### src/rtl/core/bpd_pkg.sv
package bpd_pkg;

	localparam int NUM_BUTTONS = 4;
	localparam int NUM_EVENTS  = 4;
	localparam int LANE_W      = 2;
	localparam int EVT_W       = 2;
	localparam int COUNT_W     = 8;
	localparam int WORD_W      = 11;
	localparam int OP_W        = 3;
	localparam int REG_IDX_W   = 3;

	localparam logic [COUNT_W-1:0] COUNT_MAX = 8'hFF;

	localparam int THR_LSB    = 0;
	localparam int BTN_LSB    = 8;
	localparam int EVT_IN_USE = 10;

	localparam logic [OP_W-1:0] OP_TICK    = 3'd0;
	localparam logic [OP_W-1:0] OP_LOCK    = 3'd1;
	localparam logic [OP_W-1:0] OP_UNLOCK  = 3'd2;
	localparam logic [OP_W-1:0] OP_ENABLE  = 3'd3;
	localparam logic [OP_W-1:0] OP_DISABLE = 3'd4;

	localparam logic [REG_IDX_W-1:0] REG_BUTTONS = 3'd0;
	localparam logic [REG_IDX_W-1:0] REG_EVENT_0 = 3'd1;

	typedef struct packed {
		logic               tick;
		logic               lock;
		logic               unlock;
		logic [COUNT_W-1:0] dur;
	} item_cmd_t;

	typedef struct packed {
		logic               release_hit;
		logic               held;
		logic               locked;
		logic [COUNT_W-1:0] count;
	} lane_stat_t;

endpackage

### src/rtl/core/bpd_if.sv
interface bpd_item_if;
	import bpd_pkg::*;
	logic                   valid;
	logic                   ready;
	logic [OP_W-1:0]        operation;
	logic [NUM_BUTTONS-1:0] pin_levels;
	logic [LANE_W-1:0]      button_index;
	logic [COUNT_W-1:0]     lock_duration;
	logic [EVT_W-1:0]       event_index;

	modport source(output valid, operation, pin_levels, button_index, lock_duration,
		event_index, input ready);
	modport sink(input valid, operation, pin_levels, button_index, lock_duration,
		event_index, output ready);
endinterface

interface bpd_result_if;
	import bpd_pkg::*;
	logic                   valid;
	logic                   ready;
	logic [NUM_EVENTS-1:0]  fired_events;
	logic [NUM_BUTTONS-1:0] pressed_mask;
	logic [NUM_BUTTONS-1:0] locked_mask;

	modport source(output valid, fired_events, pressed_mask, locked_mask, input ready);
	modport sink(input valid, fired_events, pressed_mask, locked_mask, output ready);
endinterface

### src/rtl/core/bpd_lane.sv
module bpd_lane
	import bpd_pkg::*;
(
	input  logic       clk,
	input  logic       arst_n,
	input  logic       accept,
	input  logic       in_use,
	input  logic       pin,
	input  logic       sel,
	input  item_cmd_t  cmd,
	output lane_stat_t stat
);

	logic               lock_q, fev_q, held_q;
	logic [COUNT_W-1:0] rem_q, cnt_q;
	logic               lock_n, fev_n, held_n, rel;
	logic [COUNT_W-1:0] rem_n, cnt_n;

	always_comb begin
		lock_n = lock_q;
		fev_n  = fev_q;
		held_n = held_q;
		rem_n  = rem_q;
		cnt_n  = cnt_q;
		rel    = 1'b0;
		if (in_use) begin
			if (cmd.tick) begin
				if (lock_q && !fev_q) begin
					if (rem_q != '0)
						rem_n = rem_q - 1'b1;
					if (rem_n == '0)
						lock_n = 1'b0;
				end
				if (pin) begin
					if (!lock_n) begin
						held_n = 1'b1;
						if (cnt_q != COUNT_MAX)
							cnt_n = cnt_q + 1'b1;
					end
				end else if (held_q && !lock_n) begin
					rel    = 1'b1;
					cnt_n  = '0;
					held_n = 1'b0;
				end
			end else if (cmd.lock && sel) begin
				fev_n  = (cmd.dur == '0);
				rem_n  = cmd.dur;
				lock_n = 1'b1;
			end else if (cmd.unlock && sel) begin
				fev_n  = 1'b0;
				rem_n  = '0;
				lock_n = 1'b0;
			end
		end
	end

	always_ff @(posedge clk or negedge arst_n) begin
		if (!arst_n) begin
			lock_q <= 1'b0;
			fev_q  <= 1'b0;
			held_q <= 1'b0;
			rem_q  <= '0;
			cnt_q  <= '0;
		end else if (accept) begin
			lock_q <= lock_n;
			fev_q  <= fev_n;
			held_q <= held_n;
			rem_q  <= rem_n;
			cnt_q  <= cnt_n;
		end
	end

	assign stat.release_hit = rel;
	assign stat.held        = held_n;
	assign stat.locked      = lock_n;
	assign stat.count       = cnt_q;

	a_forever_lock_holds: assert property (@(posedge clk) disable iff (!arst_n)
		lock_q && fev_q && !(accept && in_use && cmd.unlock && sel) |=> lock_q)
		else $error("unbounded lock released without unlock");

	a_release_unlocked: assert property (@(posedge clk) disable iff (!arst_n)
		rel |-> held_q && !lock_n && cmd.tick)
		else $error("release on a locked or idle lane");

	a_release_clears: assert property (@(posedge clk) disable iff (!arst_n)
		accept && rel |=> cnt_q == '0 && !held_q)
		else $error("count not cleared after release");

endmodule

### src/rtl/core/bpd_merge.sv
module bpd_merge
	import bpd_pkg::*;
(
	input  logic                  clk,
	input  logic                  arst_n,
	input  logic                  accept,
	input  logic                  cfg_we,
	input  logic [REG_IDX_W-1:0]  cfg_index,
	input  logic [WORD_W-1:0]     cfg_data,
	input  logic [OP_W-1:0]       operation,
	input  logic [EVT_W-1:0]      event_index,
	input  lane_stat_t            stat [NUM_BUTTONS],
	output logic [NUM_EVENTS-1:0] fired
);

	logic [WORD_W-1:0]     word_q [NUM_EVENTS];
	logic [NUM_EVENTS-1:0] en_q;
	logic [NUM_EVENTS-1:0] cand;
	logic [NUM_BUTTONS-1:0] rel_vec;

	always_ff @(posedge clk or negedge arst_n) begin
		if (!arst_n) begin
			for (int j = 0; j < NUM_EVENTS; j++)
				word_q[j] <= '0;
		end else if (cfg_we) begin
			for (int j = 0; j < NUM_EVENTS; j++)
				if (cfg_index == REG_EVENT_0 + REG_IDX_W'(j))
					word_q[j] <= cfg_data;
		end
	end

	always_ff @(posedge clk or negedge arst_n) begin
		if (!arst_n) begin
			en_q <= '1;
		end else if (accept) begin
			case (operation)
				OP_ENABLE:  en_q[event_index] <= 1'b1;
				OP_DISABLE: en_q[event_index] <= 1'b0;
				default:    ;
			endcase
		end
	end

	always_comb begin
		for (int j = 0; j < NUM_EVENTS; j++)
			cand[j] = word_q[j][EVT_IN_USE] && en_q[j]
				&& stat[word_q[j][BTN_LSB +: LANE_W]].release_hit
				&& (word_q[j][THR_LSB +: COUNT_W] != '0)
				&& (word_q[j][THR_LSB +: COUNT_W]
					<= stat[word_q[j][BTN_LSB +: LANE_W]].count);
	end

	always_comb begin
		for (int j = 0; j < NUM_EVENTS; j++) begin
			fired[j] = cand[j];
			for (int k = 0; k < NUM_EVENTS; k++)
				if (k != j && cand[k]
					&& word_q[k][BTN_LSB +: LANE_W] == word_q[j][BTN_LSB +: LANE_W]
					&& (word_q[k][THR_LSB +: COUNT_W] > word_q[j][THR_LSB +: COUNT_W]
					|| (word_q[k][THR_LSB +: COUNT_W] == word_q[j][THR_LSB +: COUNT_W]
					&& k < j)))
					fired[j] = 1'b0;
		end
	end

	always_comb begin
		for (int i = 0; i < NUM_BUTTONS; i++)
			rel_vec[i] = stat[i].release_hit;
	end

	a_one_per_lane: assert property (@(posedge clk) disable iff (!arst_n)
		$countones(fired) <= $countones(rel_vec))
		else $error("more events fired than lanes released");

	a_fired_enabled: assert property (@(posedge clk) disable iff (!arst_n)
		(fired & ~en_q) == '0)
		else $error("disabled event fired");

endmodule

### src/rtl/core/button_press_duration_events_top.sv
// Channel   Dir  Handshake      Payload
// items_in  in   valid/ready    operation, pin_levels, button_index, lock_duration,
//                               event_index
// results   out  valid/ready    fired_events, pressed_mask, locked_mask
// cfg       in   cfg_we         cfg_index, cfg_data (no read-back)
//
// One item per cycle unless stalled; each gives one result the cycle after accept.
// All four lanes and the event compare settle in the cycle the item is accepted.
// A result sits in the output register; items_in.ready stays high while it is
// free or being taken, so a result left waiting stalls the input.
// Reset: all lane state cleared, events enabled, config registers zero.
module button_press_duration_events_top
	import bpd_pkg::*;
(
	input  logic                 clk,
	input  logic                 arst_n,
	bpd_item_if.sink             items_in,
	bpd_result_if.source         results,
	input  logic                 cfg_we,
	input  logic [REG_IDX_W-1:0] cfg_index,
	input  logic [WORD_W-1:0]    cfg_data
);

	logic [NUM_BUTTONS-1:0] in_use_q;
	logic                   accept;
	item_cmd_t              cmd;
	lane_stat_t             stat [NUM_BUTTONS];
	logic [NUM_EVENTS-1:0]  fired;
	logic [NUM_BUTTONS-1:0] held_vec, lock_vec;
	logic                   out_valid_q;
	logic [NUM_EVENTS-1:0]  fired_q;
	logic [NUM_BUTTONS-1:0] pressed_q, locked_q;

	assign items_in.ready = !out_valid_q || results.ready;
	assign accept         = items_in.valid && items_in.ready;

	assign cmd.tick   = (items_in.operation == OP_TICK);
	assign cmd.lock   = (items_in.operation == OP_LOCK);
	assign cmd.unlock = (items_in.operation == OP_UNLOCK);
	assign cmd.dur    = items_in.lock_duration;

	always_ff @(posedge clk or negedge arst_n) begin
		if (!arst_n)
			in_use_q <= '0;
		else if (cfg_we && cfg_index == REG_BUTTONS)
			in_use_q <= cfg_data[NUM_BUTTONS-1:0];
	end

	for (genvar i = 0; i < NUM_BUTTONS; i++) begin : g_lane
		bpd_lane u_lane (
			.clk    (clk),
			.arst_n (arst_n),
			.accept (accept),
			.in_use (in_use_q[i]),
			.pin    (items_in.pin_levels[i]),
			.sel    (items_in.button_index == LANE_W'(i)),
			.cmd    (cmd),
			.stat   (stat[i])
		);
		assign held_vec[i] = stat[i].held;
		assign lock_vec[i] = stat[i].locked;
	end

	bpd_merge u_merge (
		.clk         (clk),
		.arst_n      (arst_n),
		.accept      (accept),
		.cfg_we      (cfg_we),
		.cfg_index   (cfg_index),
		.cfg_data    (cfg_data),
		.operation   (items_in.operation),
		.event_index (items_in.event_index),
		.stat        (stat),
		.fired       (fired)
	);

	always_ff @(posedge clk or negedge arst_n) begin
		if (!arst_n)
			out_valid_q <= 1'b0;
		else if (accept)
			out_valid_q <= 1'b1;
		else if (results.ready)
			out_valid_q <= 1'b0;
	end

	always_ff @(posedge clk) begin
		if (accept) begin
			fired_q   <= cmd.tick ? fired : '0;
			pressed_q <= held_vec;
			locked_q  <= lock_vec;
		end
	end

	assign results.valid        = out_valid_q;
	assign results.fired_events = fired_q;
	assign results.pressed_mask = pressed_q;
	assign results.locked_mask  = locked_q;

	a_no_fire_off_tick: assert property (@(posedge clk) disable iff (!arst_n)
		accept && !cmd.tick |=> results.fired_events == '0)
		else $error("events fired on a non-tick item");

	a_ready_when_empty: assert property (@(posedge clk) disable iff (!arst_n)
		!out_valid_q |-> items_in.ready)
		else $error("input stalled with empty output register");

	a_result_follows: assert property (@(posedge clk) disable iff (!arst_n)
		accept |=> out_valid_q)
		else $error("accepted item produced no result");

endmodule
### src/flat_wrapper.sv
// flat-port wrapper written by rule: the top's interface ports become plain ports
module button_press_duration_events_top_flat import bpd_pkg::*;
  (clk, arst_n, cfg_we, cfg_index, cfg_data, items_in_valid, items_in_operation, items_in_pin_levels, items_in_button_index, items_in_lock_duration, items_in_event_index, items_in_ready, results_valid, results_fired_events, results_pressed_mask, results_locked_mask, results_ready);
  bpd_item_if items_in_i ();
  bpd_result_if results_i ();
  input  logic clk;
  input  logic arst_n;
  input  logic cfg_we;
  input  logic [REG_IDX_W-1:0] cfg_index;
  input  logic [WORD_W-1:0] cfg_data;
  input wire logic [$bits(items_in_i.valid)-1:0] items_in_valid;
  input wire logic [$bits(items_in_i.operation)-1:0] items_in_operation;
  input wire logic [$bits(items_in_i.pin_levels)-1:0] items_in_pin_levels;
  input wire logic [$bits(items_in_i.button_index)-1:0] items_in_button_index;
  input wire logic [$bits(items_in_i.lock_duration)-1:0] items_in_lock_duration;
  input wire logic [$bits(items_in_i.event_index)-1:0] items_in_event_index;
  output wire logic [$bits(items_in_i.ready)-1:0] items_in_ready;
  output wire logic [$bits(results_i.valid)-1:0] results_valid;
  output wire logic [$bits(results_i.fired_events)-1:0] results_fired_events;
  output wire logic [$bits(results_i.pressed_mask)-1:0] results_pressed_mask;
  output wire logic [$bits(results_i.locked_mask)-1:0] results_locked_mask;
  input wire logic [$bits(results_i.ready)-1:0] results_ready;
  assign items_in_i.valid = items_in_valid;
  assign items_in_i.operation = items_in_operation;
  assign items_in_i.pin_levels = items_in_pin_levels;
  assign items_in_i.button_index = items_in_button_index;
  assign items_in_i.lock_duration = items_in_lock_duration;
  assign items_in_i.event_index = items_in_event_index;
  assign items_in_ready = items_in_i.ready;
  assign results_valid = results_i.valid;
  assign results_fired_events = results_i.fired_events;
  assign results_pressed_mask = results_i.pressed_mask;
  assign results_locked_mask = results_i.locked_mask;
  assign results_i.ready = results_ready;
  button_press_duration_events_top u_core (.clk(clk), .arst_n(arst_n), .items_in(items_in_i), .results(results_i), .cfg_we(cfg_we), .cfg_index(cfg_index), .cfg_data(cfg_data));
endmodule
### config.mk
export PLATFORM = sky130hd
export DESIGN_NAME = button_press_duration_events_top_flat
export DESIGN_NICKNAME = d
export VERILOG_FILES = /design/src/rtl/core/bpd_pkg.sv /design/src/rtl/core/bpd_if.sv /design/src/rtl/core/bpd_lane.sv /design/src/rtl/core/bpd_merge.sv /design/src/rtl/core/button_press_duration_events_top.sv /design/src/flat_wrapper.sv
export SDC_FILE = /design/constraint.sdc
export NUM_CORES = 1
export LEC_CHECK = 0
export BUFFER_PORTS_ARGS = -buffer_cell sky130_fd_sc_hd__buf_2
export CELL_PAD_IN_SITES_DETAIL_PLACEMENT = 0
export CELL_PAD_IN_SITES_GLOBAL_PLACEMENT = 1
export CORE_ASPECT_RATIO = 1.1
export CORE_MARGIN = 10
export CORE_UTILIZATION = 39
export DETAILED_ROUTE_END_ITERATION = 8
export GPL_TIMING_DRIVEN = 1
export MAX_ROUTING_LAYER = met4
export PLACE_DENSITY = 0.74
export SETUP_SLACK_MARGIN = 0.05
export SLEW_MARGIN = 20
export SYNTH_ARGS = -nofsm -noshare
export SYNTH_HDL_FRONTEND = slang
export SYNTH_SLANG_ARGS = --single-unit
### constraint.sdc
create_clock -name clk -period 5.57 [get_ports clk]
set_clock_uncertainty 0.2 [all_clocks]
set_input_delay 0 -clock clk [delete_from_list [all_inputs] [get_ports clk]]
set_output_delay 0 -clock clk [all_outputs]
set_load 0.02 [all_outputs]
* Yosys cells after proc, flatten, opt, wreduce, memory -nomap -nowiden
Index checks and enable logic that the tools add are counted.
** Cells by class
- $add $sub $neg :: 8
- $lt $le $gt $ge :: 22
- Equality and inequality tests :: 45
- Mux-type cells :: 141
- Bitwise logic cells :: 8
- Reduce and logical (&&, ||, !) cells :: 126
** Operator list (count)
- two-way mux 8 bit :: 48
- greater-than comparator 8 bit :: 12
- binary-select mux 11 bit (select 2 bit) :: 4
- two-way mux 11 bit :: 8
- two-way mux 1 bit :: 79
- nonzero test 8 bit :: 8
- logical AND 1 bit :: 59
- == test 8 bit :: 6
- logical NOT 8 bit :: 5
- adder 8 x 1 -> 8 bit, second input constant :: 4
- less-or-equal comparator 8 bit :: 4
- inequality test 8 bit, second input constant :: 4
- AND reduction 4 bit :: 8
- subtractor 8 x 1 -> 8 bit, second input constant :: 4
- == test 2 bit :: 12
- AND reduction 6 bit :: 4
- nonzero test 2 bit :: 10
- inequality test 2 bit, second input constant :: 8
- OR reduction 4 bit :: 4
- == test 3 x 2 -> 1 bit, second input constant :: 4
- >= comparator 3 bit, second input constant :: 4
- inverter 2 -> 3 bit :: 4
- nonzero test 3 bit :: 4
- AND reduction 2 bit :: 5
- 17 further kinds :: 38
** Storage, ports and cells
- Bits in registers :: 141
- Input bits :: 38
- Output and inout bits :: 14
- Word-level logic and storage cells :: 383

* Depth between registers and ports, before layout
Gate-level depths: netlist of run 1.
- Depth in word-level cells :: 25
- Depth in mapped cells :: 13
- Depth with buffers taken out :: 11

* Cells and area by module
A second synthesis of run 1 with hierarchy kept.
** Unflattened totals
- Cell total of the unflattened synthesis :: 1250
- Area total of the unflattened synthesis :: 11446.0 µm²
** Modules (own cells, without submodules)
- bpd_merge :: instances 1, cells an instance 479, area an instance 4899.7 µm², sequential area each 1206.2 µm²
- bpd_lane (u_core.g_lane[0].u_lane ...) :: instances 3, cells an instance 187, area an instance 1490.2 µm², sequential area each 475.5 µm²
- bpd_lane (u_core.g_lane[2].u_lane) :: instances 1, cells an instance 174, area an instance 1435.1 µm², sequential area each 475.5 µm²
- button_press_duration_events_top :: instances 1, cells an instance 36, area an instance 640.6 µm², sequential area each 485.5 µm²

* Worst setup path before layout of run 1
No wires, ideal clock.
- Path type :: register -> register
- From :: register u_core.u_merge.word_q[42] in the netlist's numbering
- To :: register u_core.fired_q[3], in the netlist u_core.results.fired_events[3] (data pin)
- Library setup time :: 0.266 ns
- Arrival :: 2.978 ns
- Required time :: 5.104 ns
- Slack :: 2.126 ns
- Cell stages (with the launch flop) :: 14
- Path buffers :: 2
- Period minus slack after synthesis :: 3.444 ns
- Cell sequence :: dfrtp_1 > clkbuf_1 > buf_1 > mux4_2 > inv_1 > ha_1 > nor2b_1 > o21a_1 > o21ai_0 > a21oi_1 > o31ai_1 > o2111a_1 > nand3_1 > nor4b_1
** On the way
- Longest elaborated chain between the ends :: 10
- Elaborated cells between the ends (all ways) :: 12
- Classes of those cells :: 1 x order compare; 1 x eq/ne; 3 x mux; 1 x bitwise; 6 x reduce/logical
** RTL lines
- start, declared :: line bpd_merge.sv:16 : logic [WORD_W-1:0] word_q [NUM_EVENTS];
- start signal, assigned by index :: line bpd_merge.sv:28 : word_q[j] <= cfg_data;
- parallel branches: the longest is 7 deep, another holds less-or-equal comparator 8 bit
- logical AND 1 bit * :: line bpd_merge.sv:58 : && word_q[k][BTN_LSB +: LANE_W] == word_q[j][BTN_LSB +: LANE_W]
- logical AND 1 bit * :: line bpd_merge.sv:59 : && (word_q[k][THR_LSB +: COUNT_W] > word_q[j][THR_LSB +: COUNT_W]
- OR reduction 4 bit (no line) *
- end signal, assigned :: line button_press_duration_events_top.sv:88 : fired_q <= cmd.tick ? fired : '0;
- end, declared :: line button_press_duration_events_top.sv:31 : logic [NUM_EVENTS-1:0] fired_q;
Mark *: on every way between the ends. The select of a mux whose other input is x is not followed.
A chain may end at the register's enable or synchronous reset.

* Final worst setup path of run 1
- From :: register u_core.g_lane[2].u_lane.rem_q[0]
- To :: register u_core.fired_q[2], in the netlist u_core.results.fired_events[2] (data pin)
** On the way
- Longest elaborated chain between the ends :: 25
- Elaborated cells between the ends (all ways) :: 48
- Classes of those cells :: 1 x add/sub; 24 x mux; 23 x reduce/logical
** RTL lines
- start, declared :: line bpd_lane.sv:15 : logic [COUNT_W-1:0] rem_q, cnt_q;
- start signal, assigned :: line bpd_lane.sv:68 : rem_q <= rem_n;
- subtractor 8 x 1 -> 8 bit or nonzero test 8 bit (tied branches) :: line bpd_lane.sv:30, bpd_lane.sv:29
- two-way mux 8 bit * :: line bpd_lane.sv:29 : if (rem_q != '0)
- two-way mux 8 bit * :: line bpd_lane.sv:28 : if (lock_q && !fev_q) begin
- two-way mux 8 bit * :: line bpd_lane.sv:27 : if (cmd.tick) begin
- two-way mux 8 bit * :: line bpd_lane.sv:26 : if (in_use) begin
- logical NOT 8 bit * :: line bpd_lane.sv:31 : if (rem_n == '0)
- two-way mux 1 bit * :: line bpd_lane.sv:31
- two-way mux 1 bit * :: line bpd_lane.sv:28
- (+8 left out)
- binary-select mux 11 bit (select 2 bit) :: line bpd_merge.sv:47 : && stat[word_q[j][BTN_LSB +: LANE_W]].release_hit
- two-way mux 11 bit (2 in a row)
- logical AND 1 bit :: line bpd_merge.sv:47
- logical AND 1 bit :: line bpd_merge.sv:48 : && (word_q[j][THR_LSB +: COUNT_W] != '0)
- logical AND 1 bit :: line bpd_merge.sv:49 : && (word_q[j][THR_LSB +: COUNT_W]
- logical AND 1 bit :: line bpd_merge.sv:58
- logical AND 1 bit :: line bpd_merge.sv:59
- OR reduction 4 bit (no line)
Mark *: on every way between the ends. The rest lies on a longest branch, timed or not. The select of a mux whose other input is x is not followed.

==> results of run 1 <==
[final cells by class]
cell class	instances	area [sq um]	area share (%)
clock buffer	18	429	3.48
clock inverter	14	113	0.913
inverter	82	308	2.49
multi-input combinational	911	6650	53.9
sequential	141	3590	29.1
tap	357	447	3.62
timing repair buffer	105	800	6.48
[worst max-delay path, delay by kind of cell (launching register included)]
kind | cells | cell delay [ns]
simple gates | 4 | 1.41
compound gates | 4 | 0.95
flops | 1 | 0.44
fa+ha+maj | 1 | 0.30
buf+inv | 1 | 0.13
[flip-flops by register name, summed over array words and instances, names as in the netlist, 4 cells and up, named ones only]
register	count
u_core.g_lane.u_lane.rem_q	32
u_core.results.pressed_mask	4
u_core.in_use_q	4
u_core.g_lane.u_lane.fev_q	4
u_core.u_merge.word_q	44
u_core.results.locked_mask	4
u_core.g_lane.u_lane.cnt_q	32
u_core.results.fired_events	4
u_core.g_lane.u_lane.held_q	4
u_core.g_lane.u_lane.lock_q	4
[through the flow]
step | std cells | setup WS (ns) | power [W] | hold WS, ns
2_1_floorplan | 1188 | 2.13 | 0.00248 | -0.496
3_3_place_gp | 1550 | 1.98 | 0.00292 | -0.169
3_5_place_dp | 1550 | 1.92 | 0.00294 | -0.162
4_1_cts | 1628 | 1.89 | 0.00406 | 0.0412
5_1_grt | 1628 | 1.66 | 0.00433 | 0.0864
6_report | 1628 | 1.87 | 0.00405 | 0.0450
[final timing paths]
| path | from | endpoint | slack (ns) | cells after the start |
|---|---|---|---|---|
| max | u_core.g_lane[2].u_lane.rem_q[0] | u_core.results.fired_events[2] | 1.87 | 10 |
| min | cfg_we | u_core.in_use_q[2] | 0.05 | 5 |
| max reg2reg | u_core.g_lane[2].u_lane.rem_q[0] | u_core.results.fired_events[2] | 1.87 | 10 |
| min reg2reg | u_core.g_lane[1].u_lane.fev_q | u_core.g_lane[1].u_lane.fev_q | 0.31 | 2 |
| max in group asynchronous | arst_n | u_core.g_lane[3].u_lane.rem_q[7] | 3.75 | 4 |
| min in group asynchronous | arst_n | asynchronous set/reset pin | 0.48 | 3 |
[placed cells by master (no fill, tap or decap), types with 9 or more instances in the layout]
cell | Yosys | layout
o21ai_0 | 132 | 132
dfrtp_1 | 125 | 125
nand2_1 | 113 | 113
ha_1 | 92 | 92
inv_1 | 82 | 82
nor2_1 | 78 | 78
a21oi_1 | 56 | 56
buf_2 | 5 | 50
dlygate4sd3_1 | 0 | 45
mux2_2 | 37 | 37
mux4_2 | 32 | 32
nand3_1 | 31 | 31
nand2b_1 | 24 | 24
nand4_1 | 24 | 24
nor3_1 | 25 | 23
o31ai_1 | 22 | 22
nor4_1 | 21 | 21
a22o_1 | 21 | 21
a21o_1 | 20 | 20
nor2b_1 | 18 | 18
and3_1 | 17 | 17
clkbuf_16 | 0 | 17
xnor2_1 | 13 | 13
or3_1 | 12 | 12
edfxtp_1 | 12 | 12
o41ai_1 | 10 | 10
o21a_1 | 9 | 9
[logic make-up (layout without fill, tap and decap cells)]
group / count (synthesis) / count (layout) / share of synthesized area (%)
xor+xnor: 18 / 18 / 1.46
compound gates: 315 / 315 / 18.7
flops: 141 / 141 / 33.4
simple gates: 414 / 414 / 20.0
mux: 72 / 72 / 10.8
buf+inv: 136 / 219 / 4.97
fa+ha+maj: 92 / 92 / 10.7
[where the power goes]
part | internal, W | switching, W | leakage, nW
Clock | 0.000578 | 0.000501 | 0.256
Sequential | 0.00120 | 0.000316 | 1.75
Combinational | 0.000688 | 0.000768 | 3.23
Total | 0.00247 | 0.00158 | 5.23
[layer usage]
metal	up-vias	track usage [%]	part of all wire, %
met5	-	-	0
met4	0	6.53	2.8
met2	244	30.9	48
met3	53	2.65	3.9
met1	4624	25.1	45
li1	4537	-	-
==> flow_metrics.py, run 1 <==
metrics = {
    "yosys": {
        "synth-seq-area-share_pct": 33.4,
        "synthFlopType": "dfrtp_1",
        "synthTopCellsByArea": "dfrtp_1 (29%), ha_1 (11%), mux4_2 (6.7%)",
        "yosysTopAreaCell": "dfrtp_1",
        "synth_nets": 1318,
        "synth_warnings": 0,
        "syn_area_sq_um": 10800,
        "synth_cell_types": 72,
        "synthMostInstantiatedCell": "o21ai_0",
        "synth_common_cells": "o21ai_0 (132), dfrtp_1 (125), nand2_1 (113)",
        "ys_ff_latch": 141,
        "synthCells": 1188,
        "syn_avg_cell_area_sq_um": 9.06,
        "synth_top_area_share_pct": 29.1,
        "async_reset_ff_share_pct": 91.5,
        "synth_edf_count": 12,
    },
    "sta": {
        "tightest_slew_ns": 0.960,
        "slew_headroom_pct": 35.5,
        "rsz0062_at_grt": "false",
        "max_freq_ghz": 0.271,
        "period_needed_ns": 3.70,
        "hold_viol_final": 0,
        "setup_viol_count_final": 0,
        "fin_crit_sh_pct": 66.3,
        "drv_slew": 0,
        "fin_tns_setup_ns": 0,
    },
    "clock_network": {
        "clkLatencyLatePin_ns": 0.43,
        "cts_setup_buffers": 0,
        "cts_hold_buf": 46,
        "numCtsBuffers": 17,
        "clk_pin_slew_worst_paths_ns": 0.07,
        "ctsResizeCount": 0,
        "cts_tree": "done",
        "root_buffer": "clkbuf_16",
        "clock_sinks": 141,
        "cts_max_path_buffers": 2,
        "htreeDepth": 4,
    },
    "layout": {
        "final_util_pct": 45.5,
        "diodes": 0,
        "post-route-cell-area_sq_um": 12300,
        "final_layout_size_suffix_gt1_share_pct": 14.9,
        "final_nets": 1388,
        "fill_cells": 2679,
        "area_growth_pct": 14.6,
    },
    "worst_setup_path": {
        "crit_type": "reg -> reg",
        "slowest_delay_ns": 0.64,
        "endpoint_kind": "register",
        "crit_required_ns": 5.54,
        "worst-path-max-fanout": 7,
        "cp_common_cell": "nor4bb_1",
        "crit_chain": "inv_1 > ha_1 > or4b_2 > o2bb2ai_1 > a221oi_1 > o21ai_1 > nand4b_1 > o221ai_1 > nor4bb_1 > nor4bb_1",
        "arrival_ns": 3.66,
        "cpMaxStageDelayCell": "or4b_2",
        "critPathLaunchType": "register",
    },
    "grt": {
        "grt_pass1_wl_um": 51800,
        "track_usage_pct": 19.5,
        "grt_overflow_total": 0,
        "antenna_found_initial": 0,
        "grt_max_degree": 69,
        "grt_pass1_vias": 9189,
    },
    "drt": {
        "ant_nets": 0,
        "post_drt_wl_per_cell_um": 20.2,
        "vias": 9458,
        "drc": 0,
        "via_per_inst": 5.81,
        "routed_wl_um": 32900,
        "firstDrtPassIters": 8,
        "drtIter0Drc": 766,
    },
    "die": {
        "die_w_um": 178,
        "core_area_sq_um": 27100,
        "die_h_um": 194,
        "die_area_sq_um": 34700,
        "io_pins": 52,
        "fp-row-count": 63,
        "initial_utilization_pct": 39.7,
    },
    "placed_design": {
        "dpl_cell_area_sq_um": 11300,
        "portBuffers": 51,
        "gp_congestion": 0.906,
        "dp_hpwl_um": 24300,
    },
    "outcome": {
        "run_status": "finished clean",
    },
    "power_and_ir_drop": {
        "total_leakage_power_nw": 5.23,
        "ir_worst_vdd_mv": 0.159,
        "p_per_area_nw_per_um2": 328,
    },
    "hold_path": {
        "holdCritPathClass": "in -> reg",
    },
    "flow_run": {
        "maxCapViolations": 0,
    },
}
Power figures use the tool's default switching activity.
==> run 2, diff against run 1 <==
- ABC_AREA: default -> 1
- PLACE_DENSITY: 0.74 -> 0.78
- clock period: 5.57 -> 3.8 ns (I/O delays scaled with it)
==> flow_metrics.py, run 2 <==
metrics = {
    "flow_run": {
        "maxCapViolations": 0,
    },
    "drt": {
        "ant_nets": 0,
        "post_drt_wl_per_cell_um": 17.4,
        "firstDrtPassIters": 5,
        "via_per_inst": 5.38,
        "drtIter0Drc": 925,
        "vias": 10700,
        "drc": 0,
        "routed_wl_um": 34700,
    },
    "sta": {
        "holdWs_ns": -0.0330,
        "hold_viol_final": 18,
        "worst_slack_ns": 0.547,
        "fin_crit_sh_pct": 85.6,
        "max_freq_ghz": 0.307,
        "drv_slew": 0,
        "rsz0062_at_grt": "false",
        "tightest_slew_ns": 0.911,
        "period_needed_ns": 3.25,
        "fin_tns_setup_ns": 0,
        "setup_viol_count_final": 0,
        "slew_headroom_pct": 39.1,
    },
    "grt": {
        "grt_pass1_wl_um": 55500,
        "grt_pass1_vias": 10100,
        "antenna_found_initial": 0,
        "grt_max_degree": 78,
        "track_usage_pct": 20.5,
        "grt_overflow_total": 0,
    },
    "yosys": {
        "synth-seq-area-share_pct": 33.4,
        "synth_common_cells": "nand2_1 (330), o21ai_0 (200), inv_1 (187)",
        "synth_warnings": 0,
        "synth_nets": 1658,
        "synth_top_area_share_pct": 29.1,
        "synthCells": 1528,
        "synth_cell_types": 46,
        "syn_avg_cell_area_sq_um": 7.04,
        "yosysTopAreaCell": "dfrtp_1",
        "synth_edf_count": 12,
        "async_reset_ff_share_pct": 91.5,
        "synthFlopType": "dfrtp_1",
        "ys_ff_latch": 141,
        "synthTopCellsByArea": "dfrtp_1 (29%), nand2_1 (12%), ha_1 (11%)",
        "synthMostInstantiatedCell": "nand2_1",
        "syn_area_sq_um": 10800,
    },
    "die": {
        "die_area_sq_um": 34600,
        "initial_utilization_pct": 39.7,
        "io_pins": 52,
        "core_area_sq_um": 27100,
        "die_w_um": 178,
        "fp-row-count": 63,
        "die_h_um": 194,
    },
    "outcome": {
        "violations": "negative hold slack",
        "run_status": "finished, violations left",
    },
    "worst_setup_path": {
        "crit_required_ns": 3.78,
        "reg2reg_depth": 14,
        "cp_common_cell": "a21oi_1",
        "r2r_start": "u_core.u_merge.word_q[42]",
        "endpoint_kind": "register",
        "slowest_delay_ns": 0.64,
        "rr_endpoint": "u_core.results.fired_events[2]",
        "crit_chain": "clkinv_1 > o21ai_0 > a21oi_1 > a21oi_1 > ha_1 > inv_1 > a21oi_1 > o21ai_0 > nand2_1 > a2bb2oi_1 > a211oi_1 > nand4_1 > nand2_1 > nor2_1",
        "critPathLaunchType": "register",
        "worst-path-max-fanout": 13,
        "crit_type": "reg -> reg",
        "cpMaxStageDelayCell": "dfrtp_1",
        "arrival_ns": 3.24,
        "reg2reg_slack_ns": 0.55,
    },
    "layout": {
        "mostFrequentLayoutCell": "nand2_1",
        "top_register": "u_core.u_merge.word_q",
        "area_growth_pct": 16.4,
        "diodes": 0,
        "final_nets": 1748,
        "largest_reg_flops": 44,
        "largestRegisters": "u_core.u_merge.word_q (44), u_core.g_lane.u_lane.cnt_q (32), u_core.g_lane.u_lane.rem_q (32)",
        "final_layout_size_suffix_gt1_share_pct": 9.50,
        "layout_common_cells": "nand2_1 (330), o21ai_0 (200), inv_1 (187)",
    },
    "placed_design": {
        "dp_hpwl_um": 26200,
        "portBuffers": 51,
        "gp_congestion": 0.931,
        "dp_slack_ns": 0.613,
    },
    "clock_network": {
        "root_buffer": "clkbuf_16",
        "cts_tree": "done",
        "clkLatencyLatePin_ns": 0.43,
        "cts_max_path_buffers": 2,
        "clock_sinks": 141,
        "numCtsBuffers": 17,
        "htreeDepth": 4,
        "cts_setup_buffers": 0,
        "ctsResizeCount": 0,
        "clk_pin_slew_worst_paths_ns": 0.06,
        "cts_hold_buf": 47,
    },
    "power_and_ir_drop": {
        "ir_worst_vdd_mv": 0.238,
        "total_leakage_power_nw": 6.01,
        "p_per_area_nw_per_um2": 605,
        "design_power_total_w": 0.00758,
    },
    "hold_path": {
        "holdCritPathClass": "in -> async",
    },
}
-- run 2: cell types whose count changed in the layout (fill, tap and decap cells not counted), moves of 21 or more --
cell	before	now
nand2b_1	24	0
a21oi_1	56	124
mux2_2	37	3
nand2_1	113	330
a22o_1	21	0
nor2_1	78	105
nand3_1	31	97
o22ai_1	0	25
nand4_1	24	47
inv_1	82	187
mux4_2	32	0
o21ai_0	132	200
-- run 2: worst max path at each step --
stage                                    startpoint  depth (start not counted)                              to  slack [ns]
final                     u_core.u_merge.word_q[42]                         14  u_core.results.fired_events[2]        0.55
after global routing      u_core.u_merge.word_q[42]                         14  u_core.results.fired_events[1]        0.24
after CTS                 u_core.u_merge.word_q[42]                         14  u_core.results.fired_events[2]        0.60
after detailed placement  u_core.u_merge.word_q[42]                         14  u_core.results.fired_events[2]        0.61
after global placement    u_core.u_merge.word_q[42]                         14  u_core.results.fired_events[2]        0.71
after floorplan           u_core.u_merge.word_q[19]                         14  u_core.results.fired_events[0]        1.05
-- run 2: routing by layer --
metal	wire, um	global-route usage, %	part of all wire, %
met4	847	6.41	2.4
met2	15200	30.3	44
met5	0	-	0
met3	1670	2.51	4.8
met1	17000	28.6	49
-- run 2: area by class of cell --
class,instances,area (sq um)
inverter,200,751
multi-input combinational,1143,6250
clock buffer,20,478
fill,2784,14600
timing repair buffer,115,860
clock inverter,12,148
sequential,141,3590
tap,357,447
-- run 2: kinds of logic after synthesis --
group           count (synthesis)  synth area share (%)
compound gates                384                  19.0
xor+xnor                       12                 0.977
fa+ha+maj                      92                  10.7
buf+inv                       244                  8.52
flops                         141                  33.4
mux                             3                 0.314
simple gates                  652                  27.1
-- run 2: where the power goes --
part | leakage (nW) | switching [W] | internal, W | total [W]
combinational | 4.05 | 0.00212 | 0.00117 | 0.00329
sequential | 1.66 | 0.000543 | 0.00196 | 0.00250
clock | 0.301 | 0.000736 | 0.00106 | 0.00179
-- run 2: critical path: cells and delay by family, from the launching register on --
family	cells	cell delay, ns
flip-flops	1	0.64
buffers and inverters	2	0.43
adder cells (fa/ha/maj)	1	0.19
AND/OR/NAND/NOR	4	0.38
AO/OA/AOI/OAI	7	1.18
-- run 2: per-stage QoR --
step                hold slack (ns)  cells  instance area (sq um)  utilization (%)
floorplan                    -0.496   1528                  10800                -
global placement             -0.117   1909                  11400             42.1
detailed placement           -0.116   1909                  11400             42.1
CTS                         0.00332   1988                  12500             46.2
global route                 0.0465   1988                  12500             46.2
finish                      -0.0330   1988                  12500             46.2
